### src/rtl/fste_pkg.sv
// Package of the format specifier type extractor: result type, queue depth,
// parser phase and length prefix codes, character constants. No dependencies.
`default_nettype none

package fste_pkg;

    // Result item as it travels through the output queue
    typedef struct packed {
        logic [7:0] code_char;
        logic       is_status;
        logic       format_ok;
        logic       run_last;
    } t_result;

    // Result queue depth; a power of two so the pointers wrap on their own
    localparam int QUEUE_DEPTH = 4;

    // Parser phase codes
    localparam logic [2:0] PH_LIT  = 3'd0;
    localparam logic [2:0] PH_CONV = 3'd1;
    localparam logic [2:0] PH_I1   = 3'd2;
    localparam logic [2:0] PH_I2   = 3'd3;
    localparam logic [2:0] PH_T1   = 3'd4;
    localparam logic [2:0] PH_T2   = 3'd5;
    localparam logic [2:0] PH_T3   = 3'd6;
    localparam logic [2:0] PH_SKIP = 3'd7;

    // Length prefix codes
    localparam logic [2:0] PF_NONE = 3'd0;
    localparam logic [2:0] PF_H    = 3'd1;
    localparam logic [2:0] PF_L    = 3'd2;
    localparam logic [2:0] PF_BIGL = 3'd3;
    localparam logic [2:0] PF_I64  = 3'd4;

    // Characters the parser looks for
    localparam logic [7:0] CH_NUL   = 8'h00;
    localparam logic [7:0] CH_TAB   = 8'h09;
    localparam logic [7:0] CH_LF    = 8'h0A;
    localparam logic [7:0] CH_CR    = 8'h0D;
    localparam logic [7:0] CH_SPACE = 8'h20;
    localparam logic [7:0] CH_PCT   = 8'h25;
    localparam logic [7:0] CH_STAR  = 8'h2A;
    localparam logic [7:0] CH_4     = 8'h34;
    localparam logic [7:0] CH_6     = 8'h36;
    localparam logic [7:0] CH_BIG_I = 8'h49;
    localparam logic [7:0] CH_BIG_L = 8'h4C;
    localparam logic [7:0] CH_BIG_P = 8'h50;
    localparam logic [7:0] CH_F     = 8'h66;
    localparam logic [7:0] CH_H     = 8'h68;
    localparam logic [7:0] CH_I     = 8'h69;
    localparam logic [7:0] CH_SML_L = 8'h6C;
    localparam logic [7:0] CH_P     = 8'h70;
    localparam logic [7:0] CH_R     = 8'h72;
    localparam logic [7:0] CH_S     = 8'h73;
    localparam logic [7:0] CH_BIG_S = 8'h53;
    localparam logic [7:0] CH_T     = 8'h74;

endpackage

`default_nettype wire

### src/rtl/fste_in_if.sv
// Input channel of the format specifier type extractor: one format byte per
// transaction with its end-of-buffer mark. No dependencies.
`default_nettype none

interface fste_in_if;
    logic       valid;
    logic       ready;
    logic [7:0] char_in;
    logic       buffer_end;

    modport source (output valid, output char_in, output buffer_end, input ready);
    modport sink   (input valid, input char_in, input buffer_end, output ready);
endinterface

`default_nettype wire

### src/rtl/fste_out_if.sv
// Output channel of the format specifier type extractor: one type code or
// status item per transaction. No dependencies.
`default_nettype none

interface fste_out_if;
    logic       valid;
    logic       ready;
    logic [7:0] code_char;
    logic       is_status;
    logic       format_ok;
    logic       run_last;

    modport source (output valid, output code_char, output is_status,
                    output format_ok, output run_last, input ready);
    modport sink   (input valid, input code_char, input is_status,
                    input format_ok, input run_last, output ready);
endinterface

`default_nettype wire

### src/rtl/format_spec_type_extractor.sv
// Top level of the format specifier type extractor: parser state, decoder and
// a four-entry result queue. Depends on fste_pkg, fste_in_if, fste_out_if, fste_decode.
//
// Usage:
//   i_in_ch carries one format byte (char_in) and its end-of-buffer mark
//   (buffer_end) per transaction; o_out_ch carries type codes and one status
//   item per string. i_cfg_wr_en / i_cfg_wr_data write check_only, which
//   drops type codes and leaves only the status items.
//   Each accepted byte is decoded in the cycle it is taken and its zero, one or
//   two results are written into the result queue; o_out_ch offers the head
//   of that queue once any older results in it have been taken.
//   Throughput is one byte per cycle while the output side takes one result
//   per cycle; a byte that causes two results needs two reads, so the rate
//   is set by the single-result read port of the queue.
//   Input ready is high while the queue has room for two more results, so a stalled
//   receiver holds results in the queue and input stops once fewer are free.
//   Synchronous active-low reset empties the queue, clears check_only and
//   returns the parser to literal text with no length prefix.
`default_nettype none

module format_spec_type_extractor (
    input  wire logic    i_clk,
    input  wire logic    i_rst_n,
    input  wire logic    i_cfg_wr_en,
    input  wire logic    i_cfg_wr_data,
    fste_in_if.sink      i_in_ch,
    fste_out_if.source   o_out_ch
);

    localparam int PtrW = $clog2(fste_pkg::QUEUE_DEPTH);
    localparam int CntW = $clog2(fste_pkg::QUEUE_DEPTH + 1);

    logic                 r_check_only;
    logic [2:0]           r_phase;
    logic [2:0]           r_prefix;
    fste_pkg::t_result    r_queue [fste_pkg::QUEUE_DEPTH];
    logic [PtrW-1:0]      r_wptr;
    logic [PtrW-1:0]      r_rptr;
    logic [CntW-1:0]      r_count;

    logic [2:0]           n_phase;
    logic [2:0]           n_prefix;
    logic [1:0]           dec_count;
    fste_pkg::t_result    dec_res0;
    fste_pkg::t_result    dec_res1;
    logic                 in_fire;
    logic                 out_fire;
    logic [1:0]           push_count;

    fste_decode u_decode (
        .i_phase      (r_phase),
        .i_prefix     (r_prefix),
        .i_check_only (r_check_only),
        .i_char       (i_in_ch.char_in),
        .i_last       (i_in_ch.buffer_end),
        .o_phase      (n_phase),
        .o_prefix     (n_prefix),
        .o_count      (dec_count),
        .o_res0       (dec_res0),
        .o_res1       (dec_res1)
    );

    // Handshakes
    assign i_in_ch.ready = (r_count <= CntW'(fste_pkg::QUEUE_DEPTH - 2));
    assign in_fire       = i_in_ch.valid && i_in_ch.ready;
    assign out_fire      = o_out_ch.valid && o_out_ch.ready;
    assign push_count    = in_fire ? dec_count : 2'd0;

    // Present the head of the queue
    assign o_out_ch.valid     = (r_count != '0);
    assign o_out_ch.code_char = r_queue[r_rptr].code_char;
    assign o_out_ch.is_status = r_queue[r_rptr].is_status;
    assign o_out_ch.format_ok = r_queue[r_rptr].format_ok;
    assign o_out_ch.run_last  = r_queue[r_rptr].run_last;

    // Configuration register and parser state
    always_ff @(posedge i_clk) begin
        if (!i_rst_n) begin
            r_check_only <= 1'b0;
            r_phase      <= fste_pkg::PH_LIT;
            r_prefix     <= fste_pkg::PF_NONE;
        end else begin
            if (i_cfg_wr_en) begin
                r_check_only <= i_cfg_wr_data;
            end
            if (in_fire) begin
                r_phase  <= n_phase;
                r_prefix <= n_prefix;
            end
        end
    end

    // Queue pointers and fill count
    always_ff @(posedge i_clk) begin
        if (!i_rst_n) begin
            r_wptr  <= '0;
            r_rptr  <= '0;
            r_count <= '0;
        end else begin
            r_wptr  <= r_wptr + PtrW'(push_count);
            if (out_fire) begin
                r_rptr <= r_rptr + PtrW'(1);
            end
            r_count <= r_count + CntW'(push_count) - CntW'(out_fire);
        end
    end

    // Write the results of an accepted transaction
    always_ff @(posedge i_clk) begin
        if (push_count != 2'd0) begin
            r_queue[r_wptr] <= dec_res0;
        end
        if (push_count == 2'd2) begin
            r_queue[r_wptr + PtrW'(1)] <= dec_res1;
        end
    end

endmodule

`default_nettype wire

### src/rtl/fste_decode.sv
// Single-pass byte decoder of the format specifier type extractor: next phase,
// next length prefix and up to two result items. Depends on fste_pkg.
`default_nettype none

module fste_decode (
    input  wire logic [2:0]       i_phase,
    input  wire logic [2:0]       i_prefix,
    input  wire logic             i_check_only,
    input  wire logic [7:0]       i_char,
    input  wire logic             i_last,
    output logic [2:0]            o_phase,
    output logic [2:0]            o_prefix,
    output logic [1:0]            o_count,
    output fste_pkg::t_result     o_res0,
    output fste_pkg::t_result     o_res1
);

    logic       want_code;
    logic [7:0] code_val;
    logic       st_en;
    logic       st_ok;
    logic       lit_en;
    logic [7:0] type_code;
    logic       code_en;

    // Type code of a conversion byte; zero for unknown, t for a pending t
    always_comb begin
        case (i_char) inside
            "c", "C":                     type_code = fste_pkg::CH_I;
            "d", "i", "o", "u", "x", "X": type_code = (i_prefix == fste_pkg::PF_I64) ?
                                                      fste_pkg::CH_BIG_I : fste_pkg::CH_I;
            "e", "E", "f", "g", "G":      type_code = fste_pkg::CH_F;
            "p":                          type_code = fste_pkg::CH_P;
            "s", "S": begin
                if (i_prefix == fste_pkg::PF_H) begin
                    type_code = fste_pkg::CH_S;
                end else if (i_prefix == fste_pkg::PF_L) begin
                    type_code = fste_pkg::CH_BIG_S;
                end else begin
                    type_code = i_char;
                end
            end
            "t":                          type_code = fste_pkg::CH_T;
            default:                      type_code = fste_pkg::CH_NUL;
        endcase
    end

    // Phase machine: decide code, status and next state for this byte
    always_comb begin
        want_code = 1'b0;
        code_val  = fste_pkg::CH_NUL;
        st_en     = 1'b0;
        st_ok     = 1'b0;
        lit_en    = 1'b0;
        o_phase   = i_phase;
        o_prefix  = i_prefix;

        unique case (i_phase)
            fste_pkg::PH_SKIP: begin
                if (i_last) begin
                    o_phase = fste_pkg::PH_LIT;
                end
            end
            fste_pkg::PH_T1, fste_pkg::PH_T2, fste_pkg::PH_T3: begin
                if (!i_last && ((i_phase == fste_pkg::PH_T1 && i_char == fste_pkg::CH_S) ||
                                (i_phase == fste_pkg::PH_T2 && i_char == fste_pkg::CH_T))) begin
                    o_phase = i_phase + 3'd1;
                end else begin
                    // resolve the pending t, then treat the byte as literal text
                    want_code = 1'b1;
                    code_val  = (i_phase == fste_pkg::PH_T3 && i_char == fste_pkg::CH_R) ?
                                fste_pkg::CH_BIG_P : fste_pkg::CH_I;
                    o_phase   = fste_pkg::PH_LIT;
                    lit_en    = 1'b1;
                end
            end
            fste_pkg::PH_I1, fste_pkg::PH_I2: begin
                if (i_phase == fste_pkg::PH_I1 && i_char == fste_pkg::CH_6) begin
                    o_phase = fste_pkg::PH_I2;
                    st_en   = i_last;
                end else if (i_phase == fste_pkg::PH_I2 && i_char == fste_pkg::CH_4) begin
                    o_prefix = fste_pkg::PF_I64;
                    o_phase  = fste_pkg::PH_CONV;
                    st_en    = i_last;
                end else begin
                    st_en = 1'b1;
                end
            end
            fste_pkg::PH_CONV: begin
                case (i_char) inside
                    "0", "#", "+", "-", " ", ["1":"9"], ".": begin
                        st_en = i_last;
                    end
                    fste_pkg::CH_STAR: begin
                        want_code = 1'b1;
                        code_val  = fste_pkg::CH_STAR;
                        st_en     = i_last;
                    end
                    default: begin
                        if (i_prefix == fste_pkg::PF_NONE && i_char == fste_pkg::CH_H) begin
                            o_prefix = fste_pkg::PF_H;
                            st_en    = i_last;
                        end else if (i_prefix == fste_pkg::PF_NONE &&
                                     i_char == fste_pkg::CH_SML_L) begin
                            o_prefix = fste_pkg::PF_L;
                            st_en    = i_last;
                        end else if (i_prefix == fste_pkg::PF_NONE &&
                                     i_char == fste_pkg::CH_BIG_L) begin
                            o_prefix = fste_pkg::PF_BIGL;
                            st_en    = i_last;
                        end else if (i_prefix == fste_pkg::PF_NONE &&
                                     i_char == fste_pkg::CH_BIG_I) begin
                            o_phase = fste_pkg::PH_I1;
                            st_en   = i_last;
                        end else if (type_code == fste_pkg::CH_NUL) begin
                            st_en = 1'b1;
                        end else if (type_code == fste_pkg::CH_T) begin
                            // hold the t code back unless the buffer ends here
                            o_phase   = fste_pkg::PH_T1;
                            want_code = i_last;
                            code_val  = fste_pkg::CH_I;
                            st_en     = i_last;
                            st_ok     = 1'b1;
                        end else begin
                            want_code = 1'b1;
                            code_val  = type_code;
                            o_phase   = fste_pkg::PH_LIT;
                            st_en     = i_last;
                            st_ok     = 1'b1;
                        end
                    end
                endcase
            end
            default: begin
                lit_en = 1'b1;
            end
        endcase

        // Literal text handling
        if (lit_en) begin
            if (i_char == fste_pkg::CH_NUL) begin
                st_en = 1'b1;
                st_ok = 1'b1;
            end else if (i_char < fste_pkg::CH_SPACE && i_char != fste_pkg::CH_TAB &&
                         i_char != fste_pkg::CH_LF && i_char != fste_pkg::CH_CR) begin
                st_en = 1'b1;
                st_ok = 1'b0;
            end else if (i_char == fste_pkg::CH_PCT) begin
                o_phase  = fste_pkg::PH_CONV;
                o_prefix = fste_pkg::PF_NONE;
                st_en    = i_last;
                st_ok    = 1'b0;
            end else begin
                st_en = i_last;
                st_ok = 1'b1;
            end
        end

        // A status ends the string: skip to the buffer end unless already there
        if (st_en) begin
            o_phase = i_last ? fste_pkg::PH_LIT : fste_pkg::PH_SKIP;
        end
    end

    assign code_en = want_code && !i_check_only;

    // Pack results: a code always comes before the status
    always_comb begin
        o_res0 = '0;
        o_res1 = '0;
        if (code_en) begin
            o_res0.code_char = code_val;
            o_res0.run_last  = !st_en;
            o_res1.is_status = 1'b1;
            o_res1.format_ok = st_ok;
            o_res1.run_last  = 1'b1;
        end else begin
            o_res0.is_status = 1'b1;
            o_res0.format_ok = st_ok;
            o_res0.run_last  = 1'b1;
        end
        o_count = {1'b0, code_en} + {1'b0, st_en};
    end

endmodule

`default_nettype wire

### src/flat_wrapper.sv
// flat-port wrapper written by rule: the top's interface ports become plain ports
module format_spec_type_extractor_flat 
  (i_clk, i_rst_n, i_cfg_wr_en, i_cfg_wr_data, i_in_ch_valid, i_in_ch_char_in, i_in_ch_buffer_end, i_in_ch_ready, o_out_ch_valid, o_out_ch_code_char, o_out_ch_is_status, o_out_ch_format_ok, o_out_ch_run_last, o_out_ch_ready);
  fste_in_if i_in_ch_i ();
  fste_out_if o_out_ch_i ();
  input  wire logic i_clk;
  input  wire logic i_rst_n;
  input  wire logic i_cfg_wr_en;
  input  wire logic i_cfg_wr_data;
  input wire logic [$bits(i_in_ch_i.valid)-1:0] i_in_ch_valid;
  input wire logic [$bits(i_in_ch_i.char_in)-1:0] i_in_ch_char_in;
  input wire logic [$bits(i_in_ch_i.buffer_end)-1:0] i_in_ch_buffer_end;
  output wire logic [$bits(i_in_ch_i.ready)-1:0] i_in_ch_ready;
  output wire logic [$bits(o_out_ch_i.valid)-1:0] o_out_ch_valid;
  output wire logic [$bits(o_out_ch_i.code_char)-1:0] o_out_ch_code_char;
  output wire logic [$bits(o_out_ch_i.is_status)-1:0] o_out_ch_is_status;
  output wire logic [$bits(o_out_ch_i.format_ok)-1:0] o_out_ch_format_ok;
  output wire logic [$bits(o_out_ch_i.run_last)-1:0] o_out_ch_run_last;
  input wire logic [$bits(o_out_ch_i.ready)-1:0] o_out_ch_ready;
  assign i_in_ch_i.valid = i_in_ch_valid;
  assign i_in_ch_i.char_in = i_in_ch_char_in;
  assign i_in_ch_i.buffer_end = i_in_ch_buffer_end;
  assign i_in_ch_ready = i_in_ch_i.ready;
  assign o_out_ch_valid = o_out_ch_i.valid;
  assign o_out_ch_code_char = o_out_ch_i.code_char;
  assign o_out_ch_is_status = o_out_ch_i.is_status;
  assign o_out_ch_format_ok = o_out_ch_i.format_ok;
  assign o_out_ch_run_last = o_out_ch_i.run_last;
  assign o_out_ch_i.ready = o_out_ch_ready;
  format_spec_type_extractor u_core (.i_clk(i_clk), .i_rst_n(i_rst_n), .i_cfg_wr_en(i_cfg_wr_en), .i_cfg_wr_data(i_cfg_wr_data), .i_in_ch(i_in_ch_i), .o_out_ch(o_out_ch_i));
endmodule
### config.mk
export PLATFORM = sky130hd
export DESIGN_NAME = format_spec_type_extractor_flat
export DESIGN_NICKNAME = d
export VERILOG_FILES = /design/src/rtl/fste_pkg.sv /design/src/rtl/fste_in_if.sv /design/src/rtl/fste_out_if.sv /design/src/rtl/format_spec_type_extractor.sv /design/src/rtl/fste_decode.sv /design/src/flat_wrapper.sv
export SDC_FILE = /design/constraint.sdc
export NUM_CORES = 1
export LEC_CHECK = 0
export ABC_AREA = 1
export BUFFER_PORTS_ARGS = -buffer_cell sky130_fd_sc_hd__buf_2
export CORE_MARGIN = 4
export CORE_UTILIZATION = 55
export CTS_CLUSTER_DIAMETER = 40
export CTS_CLUSTER_SIZE = 10
export DETAILED_ROUTE_END_ITERATION = 6
export HOLD_SLACK_MARGIN = 0.08
export PLACE_DENSITY = 0.78
export SYNTH_ARGS = -nofsm -noshare
export SYNTH_HDL_FRONTEND = slang
export SYNTH_SLANG_ARGS = --single-unit
### constraint.sdc
create_clock -name i_clk -period 2.8 [get_ports i_clk]
set_input_delay 0.42 -clock i_clk [delete_from_list [all_inputs] [get_ports i_clk]]
set_output_delay 0.42 -clock i_clk [all_outputs]
set_load 0.05 [all_outputs]
==> Word level (Yosys, flattened, before mapping) <==
Memory sizes are Yosys's and may differ from the RTL's. A register that Yosys moved wholly into a read port is not among the register bits.
Cells that the tools add are included.
{ "word_totals": {"ff_bits": 14, "latchBits": 0, "ramBits": 44, "rom_bits": 0, "inputBits": 15, "word_cells": 197, "memories": 1} }
{ "classes": {"add_sub_neg": 7, "mul": 0, "div_mod_pow": 0, "n_lt_le_gt_ge": 4, "eq_ne": 47, "shifts": 0, "muxes": 98, "n_bitwise": 0, "n_reduce_logical": 34} }
{ "mem_list": {"columns": ["memory", "depth", "width", "rd", "rd_clocked_by_memory_dff", "wr", "line_no", "text"], "rows": [
  ["u_core.r_queue", 4, 11, 1, 1, 2, "format_spec_type_extractor.sv:36", "fste_pkg::t_result r_queue [fste_pkg::QUEUE_DEPTH];"]
]} }
{ "op_table": {"columns": ["operator", "count"], "rows": [
  ["8-bit by 7-bit equality test with 1-bit output (second input constant)", 23],
  ["8-bit 2-to-1 mux", 16],
  ["3-bit 2-to-1 mux", 30],
  ["8-bit by 6-bit equality test with 1-bit output (second input constant)", 10],
  ["1-bit 2-to-1 mux", 38],
  ["8-bit by 4-bit != test with 1-bit output (second input constant)", 3],
  ["1-bit logical AND", 17],
  ["8-bit logical NOT", 2],
  ["8-bit one-hot mux with 2 select lines", 1],
  ["3-bit equality test (second input constant)", 5],
  ["7-bit 2-to-1 mux", 2],
  ["6-bit 2-to-1 mux", 2],
  ["3-bit one-hot mux with 4 select lines", 1],
  ["3-bit by 2-bit equality test with 1-bit output (second input constant)", 3],
  ["8-bit by 6-bit greater-or-equal comparator with 1-bit output (second input constant)", 1],
  ["8-bit by 6-bit less-or-equal comparator with 1-bit output (second input constant)", 1],
  ["8-bit by 6-bit < comparator with 1-bit output (second input constant)", 1],
  ["2-bit 2-to-1 mux", 4],
  ["7-bit OR reduction", 1],
  ["3-bit by 1-bit equality test with 1-bit output (second input constant)", 2],
  ["1-bit one-hot mux with 2 select lines", 3],
  ["3-bit one-hot mux with 2 select lines", 1],
  ["2-bit OR reduction", 3],
  ["6-bit OR reduction", 1],
  ["other kinds (16)", 19]
]} }

==> Logic depth before layout (Yosys ltp) <==
Gate-level depths: netlist of the first run.
{ "depth": {"ltp_word": 24, "mapped_depth": 23, "depth_no_buf": 23} }

==> Cells and area by module <==
A second synthesis of the first run with hierarchy kept.
{ "unflattened": {"hier_cells": 637, "hier_area_um2": 4734.5} }
{ "modules_own_cells": {"columns": ["module", "n_inst", "cells_per_inst", "area_per_inst_um2"], "rows": [
  ["format_spec_type_extractor", 1, 368, 3313.2],
  ["fste_decode", 1, 269, 1421.4]
]} }

==> Least setup slack after synthesis of the first run <==
Ideal clock, no wire load.
{ "synth_path": {"kind": "reg-to-reg", "startpoint": "reg u_core.r_phase[0]", "endpoint": "reg u_core.r_count[2]", "arrival_time_ns": 2.952, "slack_ns": -0.268, "path_stages_with_launch": 21, "path_cell_list": "dfxtp_1 -> inv_1 -> ha_1 -> inv_1 -> nor2_1 -> nor2_1 -> nand3_1 -> nand2_1 -> nand2_2 -> inv_2 -> nor2_4 -> a21oi_2 -> ha_1 -> inv_1 -> nor2_2 -> inv_2 -> ha_1 -> fa_1 -> xor2_1 -> inv_1 -> nor2_1"} }
{ "synth_between": {"elab_chain_cells": 11, "elab_cells_between_ends": 28, "classes_between": "add/sub (3); eq/ne (7); mux (8); reduce/logical (10)"} }
{ "synth_rtl": {"columns": ["item", "line_no", "text"], "rows": [
  ["start, declared", "format_spec_type_extractor.sv:34", "logic [2:0] r_phase;"],
  ["start signal, assigned", "format_spec_type_extractor.sv:80", "r_phase <= fste_pkg::PH_LIT;"],
  ["start signal, assigned", "format_spec_type_extractor.sv:87", "r_phase <= n_phase;"],
  ["3-bit equality test, on equally long branches", "fste_decode.sv:58, fste_decode.sv:65, fste_decode.sv:66", null],
  ["1-bit logical AND, on equally long branches", "fste_decode.sv:65, fste_decode.sv:66", null],
  ["1-bit logical OR", "fste_decode.sv:65", "if (!i_last && ((i_phase == fste_pkg::PH_T1 && i_char == fste_pkg::CH_S) ||"],
  ["1-bit logical AND", "fste_decode.sv:65", null],
  ["1-bit 2-to-1 mux", "fste_decode.sv:65", null],
  ["1-bit one-hot mux with 2 select lines", "fste_decode.sv:58", "unique case (i_phase)"],
  ["1-bit 2-to-1 mux or 1-bit logical AND (tied branches)", "fste_decode.sv:140, fste_decode.sv:165", null],
  ["1-bit by 1-bit adder with 2-bit output *", "fste_decode.sv:182", "o_count = {1'b0, code_en} + {1'b0, st_en};"],
  ["2-bit 2-to-1 mux *", "format_spec_type_extractor.sv:67", "assign push_count = in_fire ? dec_count : 2'd0;"],
  ["3-bit by 2-bit adder with 3-bit output *", "format_spec_type_extractor.sv:104", "r_count <= r_count + CntW'(push_count) - CntW'(out_fire);"],
  ["3-bit by 1-bit subtractor with 3-bit output *", "format_spec_type_extractor.sv:104", null],
  ["end signal, assigned", "format_spec_type_extractor.sv:104", null],
  ["end, declared", "format_spec_type_extractor.sv:39", "logic [CntW-1:0] r_count;"]
]} }
Mark *: on every way between the ends. The rest lies on a longest branch, timed or not.
A chain may end at the register's enable or synchronous reset.

==> Worst setup path in the final report of the first run <==
{ "layout_path": {"startpoint": "in i_in_ch_char_in[6]", "endpoint": "reg u_core.r_count[2]"} }
{ "layout_between": {"elab_chain_cells": 22, "elab_cells_between_ends": 95, "classes_between": "add/sub (3); order compare (3); eq/ne (34); mux (33); reduce/logical (22)"} }
{ "layout_rtl": {"columns": ["item", "line_no", "text"], "rows": [
  ["start, declared", "flat_wrapper.sv:11", "input wire logic [$bits(i_in_ch_i.char_in)-1:0] i_in_ch_char_in;"],
  ["8-bit by 7-bit equality test with 1-bit output (tied with other cells)", "fste_decode.sv:65", null],
  ["2-bit OR reduction (tied with other cells)", "fste_decode.sv:28", "case (i_char) inside"],
  ["8-bit 2-to-1 mux (5 in a row)", "fste_decode.sv:28", null],
  ["8-bit by 7-bit equality test with 1-bit output", "fste_decode.sv:117", "end else if (type_code == fste_pkg::CH_T) begin"],
  ["1-bit 2-to-1 mux", "fste_decode.sv:117", null],
  ["1-bit 2-to-1 mux", "fste_decode.sv:115", "end else if (type_code == fste_pkg::CH_NUL) begin"],
  ["1-bit 2-to-1 mux", "fste_decode.sv:111", "end else if (i_prefix == fste_pkg::PF_NONE &&"],
  ["1-bit 2-to-1 mux", "fste_decode.sv:107", "end else if (i_prefix == fste_pkg::PF_NONE &&"],
  ["1-bit 2-to-1 mux", "fste_decode.sv:103", "end else if (i_prefix == fste_pkg::PF_NONE &&"],
  ["1-bit 2-to-1 mux", "fste_decode.sv:100", "if (i_prefix == fste_pkg::PF_NONE && i_char == fste_pkg::CH_H) begin"],
  ["1-bit 2-to-1 mux (2 in a row)", "fste_decode.sv:90", "case (i_char) inside"],
  ["1-bit one-hot mux with 2 select lines", "fste_decode.sv:58", null],
  ["1-bit logical AND", "fste_decode.sv:165", "assign code_en = want_code && !i_check_only;"],
  ["1-bit by 1-bit adder with 2-bit output *", "fste_decode.sv:182", null],
  ["2-bit 2-to-1 mux *", "format_spec_type_extractor.sv:67", null],
  ["3-bit by 2-bit adder with 3-bit output *", "format_spec_type_extractor.sv:104", null],
  ["3-bit by 1-bit subtractor with 3-bit output *", "format_spec_type_extractor.sv:104", null]
]} }
Marks and branches as above.

==> run summary, run 1 <==
Once routing completed, OpenROAD measured the worst setup slack at -153 ps. The number of cells on the worst reg-to-reg path is 19. The highest clock rate is 339 MHz. The area of all placed cells without fillers came out at 5540 sq um. The average instance area after synthesis is 6.55 sq um. The worst-case IR drop observed on VDD is 601 uV. The peak fanout along the critical path came out at 4.

The classification of the worst-slack hold path is input port to flip-flop. The number of buffer and inverter stages on the critical path came out at 8. The number of inserted diodes came out at 0.

Among all stages on the critical path, the largest delay is contributed by fa_2. CTS saw 60 sinks. The floorplan step defined a die boundary enclosing 8510 sq um. The transition time at the pin with the least slew margin is 641 ps.

The quantity of hold-fixing buffers added after cts is 0. The power density normalized to cell area came out at 772 nW/um^2. The checks that failed: negative setup slack. The slack of the worst reg-to-reg path is -140 ps. The normalized max-slew margin is 57.2%. At the worst endpoint, the required time is 3070 ps.

The clock period minus final worst setup slack is 2950 ps. The largest net degree at the start of global routing is 37. The CTS tree is built. The remaining number of nets flagged by the antenna check after routing came out at 0. The fraction of layout instances using a drive strength above 1 came out at 34.3%.

The worst setup path is of the input port to flip-flop kind. After layout, the worst path uses 105% of the clock period. The count of final hold-check violations is 0. The clock reaches the later pin of the worst-skew pair after 340 ps.

The design draws 0.00427 W. The initial antenna violation count is 0. For this run, the number of Yosys warnings is 0. The synthesized-area fraction occupied by xor and xnor cells came out at 0.673%.

The final routed DRC violation total is 0. The worst clock skew came out at 6.44 ps. Traced cell by cell, the critical path runs through buf_2 > inv_2 > nor2_2 > nand2_4 > nor2_4 > buf_4 > inv_1 > nor2_1 > o21ai_2 > nand2_2 > nand2_4 > nand2_4 > inv_2 > ha_4 > inv_2 > nor2_4 > ha_2 > inv_2 > fa_2 > xor2_1 > inv_1 > nor2_1.

Global routing finished with a remaining overflow of 0. The worst setup path is launched from an input port. The synthesized netlist devotes 11.8% of its cell area to compound gates.

The synthesized netlist devotes 4.36% of its cell area to adder and majority cells. The final net count came out at 751. The number of nets handed over by synthesis was 624. The number of H-tree branching levels came out at 3.

The starting DRC count in detailed routing came out at 383. The placed wire-length estimate came out at 8350 um. Among the stages of the critical path, the cell type that occurs most often is inv_2. The synthesized netlist devotes 40.1% of its cell area to simple gates.

The most utilized layer in the global route result is met2. The routed wirelength normalized by instance count came out at 16.1 um. Across the run, the number of max-cap violations was 0. The flow ran to the end, but the final reports show violations.

The floorplan has 30 rows. The number of instances on the worst hold path came out at 2. After floorplanning, the core was sized to cover 6830 sq um.

The die is 92.2 um wide. The die is 92.2 um tall. The detailed router placed 4746 vias in this run. The sequential fraction of the synthesis area is 33.9%. The global-route usage over all layers is 28.3%. The placed standard-cell area is 4820 sq um. The worst path arrival time is 3230 ps. The worst setup path is captured at a flip-flop. The filler cell count in the final layout is 432. The clock transition at the registers of the reported paths is 70 ps. Counting the buffers created by CTS gives 9. The deepest clock path buffer count is 2.

The flip-flop and latch count after synthesis came out at 60. Global routing consumed, on the met3 layer, 4.51% of the routing resources. The number of pins with negative max-slew slack in the final report is 0.

The combinational family with the most area after synthesis is simple AND/OR/NAND/NOR gates. The final routed wirelength across all metal layers came out at 13300 um. The highest cell delay on the worst timing path is 340 ps. Setup repair after global routing could not meet its margin everywhere. The portion of synthesized area spent on multiplexers is 0%. The first global-routing pass estimated 19600 um of wire.

The clock root buffer is clkbuf_8. Global routing consumed, on the met2 layer, 48.9% of the routing resources. The effective utilization at floorplan came out at 57.1%. The area of the mapped netlist came out at 3900 sq um. Dividing the detail-routed via count by the number of cells gives 5.77.

The routing usage on met1 is 34.9%. In this run the static leakage power is 2.75 nW. 28 I/O pins were placed. The cell count after synthesis is 596. The first detailed-routing pass took 6 iterations.

The area added between synthesis and finish is 41.8%. The cell family contributing the most delay on the critical path is simple AND/OR/NAND/NOR gates. The number of port buffers is 27. The number of setup violations in the final report came out at 46. The final estimated routing congestion in global placement is 0.932.

The number of cells on the critical path is 22. Synthesis instantiated 35 different standard cells from the library. The via count of the first global-routing pass was 4341.
-- repair_timing --
item | CTS | global route
gates resized for setup | 33 | 62
setup endpoints to repair | 58 | 59
pin swaps | 8 | 27
buffers inserted | 5 | 15
-- placed cells by master, fill, tap and decap left out, types with 19 or more instances in the layout --
cell     Yosys  final
dfxtp_1     48     46
inv_1       62     47
nand4_1     34     34
nor2_4       4     19
nand2_1    159    147
buf_2        5     27
nor2_1      87     70
buf_4        0     95
o21ai_0     39     38
nand3_1     38     33
-- state kept, by name (all words and copies together), names as in the netlist, named ones only --
signal and flops:
u_core.r_check_only 1, u_core.r_count 3, u_core.r_phase 3, u_core.r_prefix 3, u_core.r_queue 44, u_core.r_rptr 2
u_core.r_wptr 2
-- layer usage --
metal  routed length, um  up-vias
met5                   0        -
met1                5210     2214
met4                 418        0
met3                 928       54
li1                    -     2218
met2                6730      260
-- stage by stage --
| step | setup TNS (ps) | worst slack, ps | util (%) | hold WS [ps] | instances |
|---|---|---|---|---|---|
| after global placement | -7450 | -195 | 70.5 | 424 | 789 |
| final | -1740 | -153 | 81.0 | 263 | 823 |
| after detailed placement | -13140 | -288 | 70.5 | 429 | 789 |
| after global routing | -11250 | -320 | 81.0 | 265 | 823 |
| after CTS | 0 | 0.163 | 75.8 | 267 | 809 |
| after floorplan | 0 | 3.97 | - | 414 | 596 |
-- cells in the mapped netlist, drive strengths merged --
cell | n | area (sq um)
nor3 | 14 | 90.1
clkinv | 1 | 3.75
nor2 | 95 | 397
clkbuf | 10 | 37.5
edfxtp | 12 | 360
dfxtp | 48 | 961
a21oi | 17 | 92.6
o21bai | 1 | 7.51
ha | 12 | 150
o22ai | 13 | 81.3
o21ai | 44 | 224
o211ai | 2 | 15.0
fa | 1 | 20.0
inv | 69 | 259
nand3 | 38 | 190
o221a | 1 | 11.3
nand3b | 2 | 18.8
nand2 | 168 | 658
buf | 8 | 58.8
a211oi | 1 | 12.5
nand4 | 34 | 213
xor2 | 2 | 17.5
o31ai | 2 | 15.0
xnor2 | 1 | 8.76
-- final cells by class --
class	count	area, sq um	share of cell area [%]
multi-input combinational	448	2620	47.4
clock buffer	13	159	2.87
sequential	60	1330	24.0
clock inverter	2	35.0	0.633
inverter	70	278	5.02
tap	96	120	2.17
timing repair buffer	134	992	17.9
-- power breakdown --
part           internal [W]  total [W]  switching, W
Clock              0.000454   0.000795      0.000341
Combinational      0.000835    0.00239       0.00155
Sequential         0.000987    0.00109      0.000101
Total               0.00228    0.00427       0.00200
-- cell families after synthesis --
kind of cell	count (synthesis)
adders and majority gates	13
buffers and inverters	88
DFF	60
and+or+nand+nor	351
xor gates and xnor gates	3
AOI/OAI and AO/OA	81
-- worst paths after layout --
check,from,end
max,i_in_ch_char_in[6],u_core.r_count[2]
min,i_cfg_wr_en,u_core.r_check_only
max reg2reg,u_core.r_phase[1],u_core.r_count[2]
min reg2reg,u_core.r_queue[1][10],u_core.r_queue[1][10]
-- worst register-to-register path, cell delays in order, from the launching register on --
cell     delay [ps]
dfxtp_4         390
ha_4            180
ha_4            170
nor2_4          110
nand3_2          80
nand2_2         100
nand2_2          70
inv_2            90
nand2_2          80
nor2_4          120
a21oi_4          60
ha_4            290
inv_2            50
nor2_4          140
ha_2            200
inv_2            40
fa_2            340
xor2_1          190
inv_1            60
nor2_1          130
Power figures use the tool's default switching activity.
==> inputs of run 2 (changes only) <==
Settings changed: PLACE_DENSITY 0.78 to 0.77.
==> run 2 against run 1 <==
The run still ends with negative setup slack left. Design area is 0.70% higher. Total power increased by 0.69%. Count of clock-buffer cells in the layout is the same.
==> run summary, run 2 (synthesized netlist as in run 1, its figures left out) <==
The number of instances on the worst hold path is 2 (unchanged). The remaining number of nets flagged by the antenna check after routing is 0 (unchanged). The number of cells on the critical path is 15 (-32%). The transition time at the pin with the least slew margin is 663 ps (+21.8 ps). The worst setup path is captured at a flip-flop. The total global routing overflow is 0 (unchanged).

The number of pins with negative max-slew slack in the final report is 0 (unchanged). The floorplan die area is 8510 sq um (unchanged). The worst hold path belongs to the class input port to flip-flop. The highest clock rate is 348 MHz (+2.7%). The fraction of layout instances using a drive strength above 1 came out at 37.3% (+3.1 points). The category of the critical setup timing path is flip-flop to flip-flop.

The count of final hold-check violations is 0 (unchanged). The peak fanout along the critical path came out at 5 (+1). The worst hold slack after final layout came out at 253 ps (-10.6 ps). The number of flip-flops under the largest register name came to 44 (unchanged). The worst clock skew is 10.9 ps (+4.42 ps). The deepest clock path buffer count is 2 (unchanged). Traced cell by cell, the critical path runs through ha_4 > ha_4 > buf_4 > nand3_4 > nand2_4 > o22ai_4 > nor2_4 > a21oi_4 > ha_4 > inv_1 > nor2_2 > inv_2 > ha_4 > fa_2 > nor2_1. The cell sitting at the root of the clock tree is a clkbuf_8.

The flow ran to the end, but the final reports show violations. The number of standard-cell rows in the floorplan was 30 (unchanged). Setup repair after global routing could not meet its margin everywhere. The first-pass detailed-route iteration total is 5 (-1).

The final routed DRC violation total came out at 0 (unchanged). The final net count is 742 (-1.2%). The effective utilization at floorplan was 57.1% (unchanged).

The final core area utilization was 81.6% (+0.57 points). The checks that failed: negative setup slack. The die extent in y is 92.2 um (unchanged).

More flip-flops sit in one register than any other, and that register is u_core.r_queue. TritonCTS built the clock tree. The placeable core region was 6830 sq um (unchanged). The starting DRC count in detailed routing came to 506 (+32%). The cell count after placement is 784 (-0.63%). The global-route usage over all layers is 29.6% (+1.3 points). Leaving out fill and tap cells, the most frequent cell in the layout is nand2_1. The number of cells on the worst reg-to-reg path is 15 (-4).

The number of inserted diodes was 0 (unchanged). The clock period minus final worst setup slack came out at 2880 ps (-77.2 ps). The cell family contributing the most delay on the critical path is adder cells. The via density per instance was 5.91 (+2.4%).

The largest net degree at the start of global routing came out at 37 (unchanged). The count of maximum capacitance violations was 0 (unchanged). The highest cell delay on the worst timing path was 580 ps (+240 ps). The power density normalized to cell area came out at 772 nW/um^2 (about the same). In the layout the commonest cells are nand2_1 (119), buf_4 (84), nor2_1 (70), inv_1 (50), dfxtp_1 (45). The wire length of the first global-routing pass is 20300 um (+3.9%). From synthesis to final layout, the design area changed by 42.8%. The number of setup violations in the final report is 32 (-30%).

The reported leakage power came out at 2.71 nW (-1.4%). The number of clock buffers inserted by TritonCTS is 9 (unchanged). The die extent in x came out at 92.2 um (unchanged). The number of port buffers came to 27 (unchanged). The quantity of hold-fixing buffers added after cts was 0 (unchanged).

The routed wirelength normalized by instance count came out at 17.4 um (+7.5%). The most prevalent standard cell on the critical path is ha_4. The largest voltage drop on the vdd net is 535 uV (-11%).

The count of pins on the block boundary is 28 (unchanged). The initial antenna violation count is 0 (unchanged). The data required time of the critical path is 3040 ps (-30 ps). The placed wire-length estimate came out at 8450 um (+1.2%). STA classifies the critical path startpoint as a flip-flop. The worst path setup slack after routing came to -75.5 ps (+77.2 ps). The final estimated routing congestion in global placement is 0.958 (+2.8%).

The number of H-tree branching levels came to 3 (unchanged). The clock transition at the registers of the reported paths is 70 ps (about the same). The detailed-route via count came out at 4807 (+1.3%).

The final period utilization came out at 103% (-2.8 points). The filler cell count in the final layout was 423 (-2.1%). The via count of the first global-routing pass is 4376 (+0.81%). The pre-CTS setup slack is -363 ps (-75.0 ps). The number of buffer and inverter stages on the critical path came out at 3 (-5). The non-filler instance count after layout is 814 (-1.1%).

The normalized max-slew margin is 55.4% (-1.9 points). The final routed wirelength across all metal layers is 14100 um (+6.3%). The setup TNS came out at -747 ps (+997 ps).

The slack of the worst reg-to-reg path came out at -80 ps (+60 ps). The slowest stage of the critical path belongs to the cell fa_2. The CTS sink count came out at 60 (unchanged). The clock latency on the worst-skew pair came out at 350 ps (about the same). The worst path arrival time was 3120 ps (-110 ps).
## run 2: cell count changes in the layout (fill, tap and decap cells not counted), sizes merged
cell and change:
buf -9, clkinv -1, inv +1
## run 2: worst reg2reg max path: stages, from the launching register on
cell and delay, ps:
dfxtp_4 390, ha_4 180, ha_4 170, buf_4 140
nand3_4 90, nand2_4 60, o22ai_4 180, nor2_4 80
a21oi_4 180, ha_4 150, inv_1 50, nor2_2 140
inv_2 90, ha_4 230, fa_2 580, nor2_1 50
## run 2: through the flow
step / total power (W) / area, sq um
after floorplan: 0.00238 / 3990
after global placement: 0.00289 / 4790
after detailed placement: 0.00296 / 4790
after CTS: 0.00390 / 5210
after global routing: 0.00447 / 5570
final: 0.00430 / 5570
## run 2: timing repair
| item | CTS | global route |
|---|---|---|
| resized for setup | 46 | 82 |
| setup buffers | 5 | 11 |
| pin swaps | 17 | 44 |
| setup endpoints to repair | 59 | 57 |
## run 2: metal layers
| metal | track usage [%] | routed length, um | up-vias | part of all wire [%] |
|---|---|---|---|---|
| met4 | 15.8 | 625 | 0 | 4.4 |
| met1 | 35.6 | 5240 | 2213 | 37 |
| met5 | 0 | 0 | - | 0 |
| li1 | - | - | 2198 | - |
| met3 | 5.33 | 1160 | 77 | 8.2 |
| met2 | 49.9 | 7100 | 319 | 50 |
## run 2: cell type report
cell class                      instances  area (sq um)  share of cell area (%)
Sequential cell                        60          1330                    23.9
Clock buffer                           13           159                    2.85
Inverter                               70           278                    4.98
Tap cell                               96           120                    2.15
Clock inverter                          2          35.0                   0.629
Multi-Input combinational cell        448          2720                    48.8
Timing Repair Buffer                  125           932                    16.7
## run 2: final timing paths
path	startpoint	endpoint
max	u_core.r_phase[1]	u_core.r_count[1]
min	i_cfg_wr_en	u_core.r_check_only
max reg2reg	u_core.r_phase[1]	u_core.r_count[1]
min reg2reg	u_core.r_queue[3][10]	u_core.r_queue[3][10]
## run 2: report_power, final
group | switching [W] | leakage, nW | internal (W)
registers | 0.000107 | 0.493 | 0.000987
clock network | 0.000359 | 0.0995 | 0.000455
logic | 0.00159 | 2.11 | 0.000808
==> inputs of run 3 (changes only) <==
Settings changed: CELL_PAD_IN_SITES_DETAIL_PLACEMENT from default to 1, CELL_PAD_IN_SITES_GLOBAL_PLACEMENT from default to 2, CORE_UTILIZATION 55 to 34, PLACE_DENSITY 0.77 to 0.81.
Clock period 2.8 ns to 2.82 ns, I/O delays scaled along.
==> run 3 against run 2 <==
Global-route usage decreased by 5.9 points. Register-to-register slack improved by 50 ps. The run still ends with negative setup slack left. Final cell count increased by 11%. Sequential share of layout area decreased by 1.5 points. Clock power increased by 27%. Count of clock-buffer cells in the layout unchanged. Non-clock buffer count increased by 47. Wire length increased by 9.9%. Combinational power increased by 4%. Die area increased by 56%. Sequential power about the same. Critical endpoint is now u_core.r_count[2]. Clock skew decreased by 7.0 ps.
==> run summary, run 3 (synthesized netlist as in run 1, its figures left out) <==
The global-route usage over all layers is 23.7% (-5.9 points). The number of clock buffers inserted by TritonCTS is 9 (unchanged). The number of setup violations in the final report is 2 (-94%).

The via count of the first global-routing pass came out at 5045 (+15%). The CTS tree is built. The final reports fail on negative setup slack.

The worst clock skew is 3.83 ps (-7.03 ps). The largest net degree at the start of global routing is 37 (unchanged). The setup TNS is -27.4 ps (+720 ps).

The number of H-tree branching levels was 3 (unchanged). The count of final hold-check violations was 0 (unchanged). The data required time of the critical path came out at 3090 ps (+50 ps). The peak fanout along the critical path is 5 (unchanged). The deepest clock path buffer count was 2 (unchanged).

The initial antenna violation count was 0 (unchanged). The clock latency on the worst-skew pair was 330 ps (-20 ps). The min-delay analysis places its worst path in the category input port to flip-flop. The worst path setup slack after routing came out at -20.8 ps (+54.7 ps).

The register area came out at 1330 sq um (about the same). The reported leakage power came to 2.99 nW (+10%). The highest clock rate came out at 352 MHz (+1.2%). The die extent in x came out at 115 um (+25%). The number of flip-flops under the largest register name came out at 44 (unchanged). The placeable core region is 11000 sq um (+61%). The routed wirelength normalized by instance count is 17.1 um (-1.2%).

The CTS sink count is 60 (unchanged). Counting flops per register, the top entry is u_core.r_queue. The total global routing overflow came out at 0 (unchanged). The final period utilization came out at 101% (-2.0 points).

The detailed-route via count came out at 4644 (-3.4%). The type of element capturing the critical path is a flip-flop. The first-pass detailed-route iteration total is 4 (-1).

The slack of the worst reg-to-reg path came out at -20 ps (+50 ps). The clock transition at the registers of the reported paths came out at 50 ps (-20 ps). The most frequent standard cell in the layout excluding fill and tap cells is nand2_1. The area occupied by multi-input gates is 2590 sq um (-4.6%). The number of pins with negative max-slew slack in the final report came out at 0 (unchanged). The worst hold slack after final layout is 283 ps (+30.1 ps). The fraction of layout instances using a drive strength above 1 came out at 37.4% (+0.060 points). The signal on the critical path passes through ha_4 > ha_4 > nor2_4 > nand3_2 > nand2_2 > nand2_4 > inv_4 > nand2_4 > nor2_4 > a21oi_4 > ha_4 > inv_2 > nor2_4 > buf_6 > ha_4 > inv_2 > fa_2 > xor2_1 > inv_1 > nor2_1. The area of all placed cells without fillers came to 5940 sq um (+6.5%). The final estimated routing congestion in global placement came out at 0.866 (-9.7%). The flow ran to the end, but the final reports show violations. The effective utilization at floorplan came out at 35.4% (-22 points). The final net count is 789 (+6.3%). Relative to the synthesized area, the layout overhead comes to 52.1%. The number of port buffers is 27 (unchanged). The quantity of hold-fixing buffers added after cts is 0 (unchanged). Setup repair after global routing could not meet its margin everywhere.

The floorplan die area is 13300 sq um (+56%). The transition time at the pin with the least slew margin came out at 715 ps (+52.3 ps). The via density per instance came out at 5.13 (-13%). The largest voltage drop on the vdd net came out at 456 uV (-15%). The remaining number of nets flagged by the antenna check after routing is 0 (unchanged). The highest cell delay on the worst timing path is 380 ps (-200 ps). Leaving out fill and tap cells, the most frequent cells in the layout are nand2_1 (149), buf_4 (132), nor2_1 (73), inv_1 (46), dfxtp_1 (46). The startpoint kind of the worst setup timing path is a flip-flop. The worst path arrival time is 3110 ps (about the same). The placed standard-cell area is 4990 sq um (+4.2%). The final routed wirelength across all metal layers came out at 15500 um (+9.9%).

Among all stages on the critical path, the largest delay is contributed by dfxtp_4. The starting DRC count in detailed routing came out at 224 (-56%). The placed wire-length estimate is 10600 um (+25%). The power density normalized to cell area is 775 nW/um^2 (+0.48%). The clock period minus final worst setup slack is 2840 ps (-34.7 ps). The die extent in y came out at 115 um (+25%). The normalized max-slew margin is 52.3% (-3.1 points).

The wire length of the first global-routing pass came out at 24800 um (+22%). The final routed DRC violation total came to 0 (unchanged). The cell that appears most often on the critical path is ha_4. The number of standard-cell rows in the floorplan came to 38 (+27%). The count of maximum capacitance violations came out at 0 (unchanged). The count of pins on the block boundary is 28 (unchanged). The number of inserted diodes is 0 (unchanged).

The filler cell count in the final layout is 1429 (+240%). Clock tree synthesis selected as its root buffer the cell clkbuf_16. The worst setup path is of the flip-flop to flip-flop kind.
## run 3: final timing paths
path	startpoint	to	cells past startpoint
worst max-delay path	u_core.r_phase[1]	u_core.r_count[2]	20
worst min-delay path	i_cfg_wr_en	u_core.r_check_only	2
worst max register to register	u_core.r_phase[1]	u_core.r_count[2]	20
worst min register to register	u_core.r_queue[2][10]	u_core.r_queue[2][10]	2
## run 3: power breakdown
| part | switching, W | internal, W | total, W |
|---|---|---|---|
| sequential | 0.000108 | 0.000983 | 0.00109 |
| combinational | 0.00157 | 0.000914 | 0.00248 |
| clock | 0.000373 | 0.000657 | 0.00103 |
## run 3: layout make-up
cell class	instances	area share [%]
Tap cell	140	2.95
Timing Repair Buffer	172	21.4
Multi-Input combinational cell	448	43.7
Inverter	70	4.81
Clock inverter	2	0.169
Clock buffer	13	4.55
Sequential cell	60	22.4
## run 3: timing repair
item / CTS / global route
endpoints found under the setup margin: 59 / 59
pin swaps: 21 / 38
buffers inserted: 26 / 12
resized for setup: 58 / 48
## run 3: worst max-delay path, delay by kind of cell (launching register included)
kind                       cells  cell delay [ps]
DFF                            1              380
adders and majority gates      5             1060
xor gates and xnor gates       1              160
buffers and inverters          5              340
and+or+nand+nor                8              760
AOI/OAI and AO/OA              1               60
## run 3: per-stage QoR
step	worst slack (ps)	std cells	utilization, %	power [W]
floorplan	2.23	596	-	0.00236
global placement	-333	854	45.2	0.00301
detailed placement	-466	854	45.2	0.00307
CTS	-23.4	895	51.6	0.00437
global route	-208	905	53.8	0.00491
finish	-20.8	905	53.8	0.00460
## run 3: routing by layer
layer	track usage [%]	vias to the layer above	part of all wire [%]
met5	0	-	0
met4	8.61	0	2.8
met3	4.53	38	3.7
met2	43.0	100	53
met1	27.5	2215	41
li1	-	2291	-
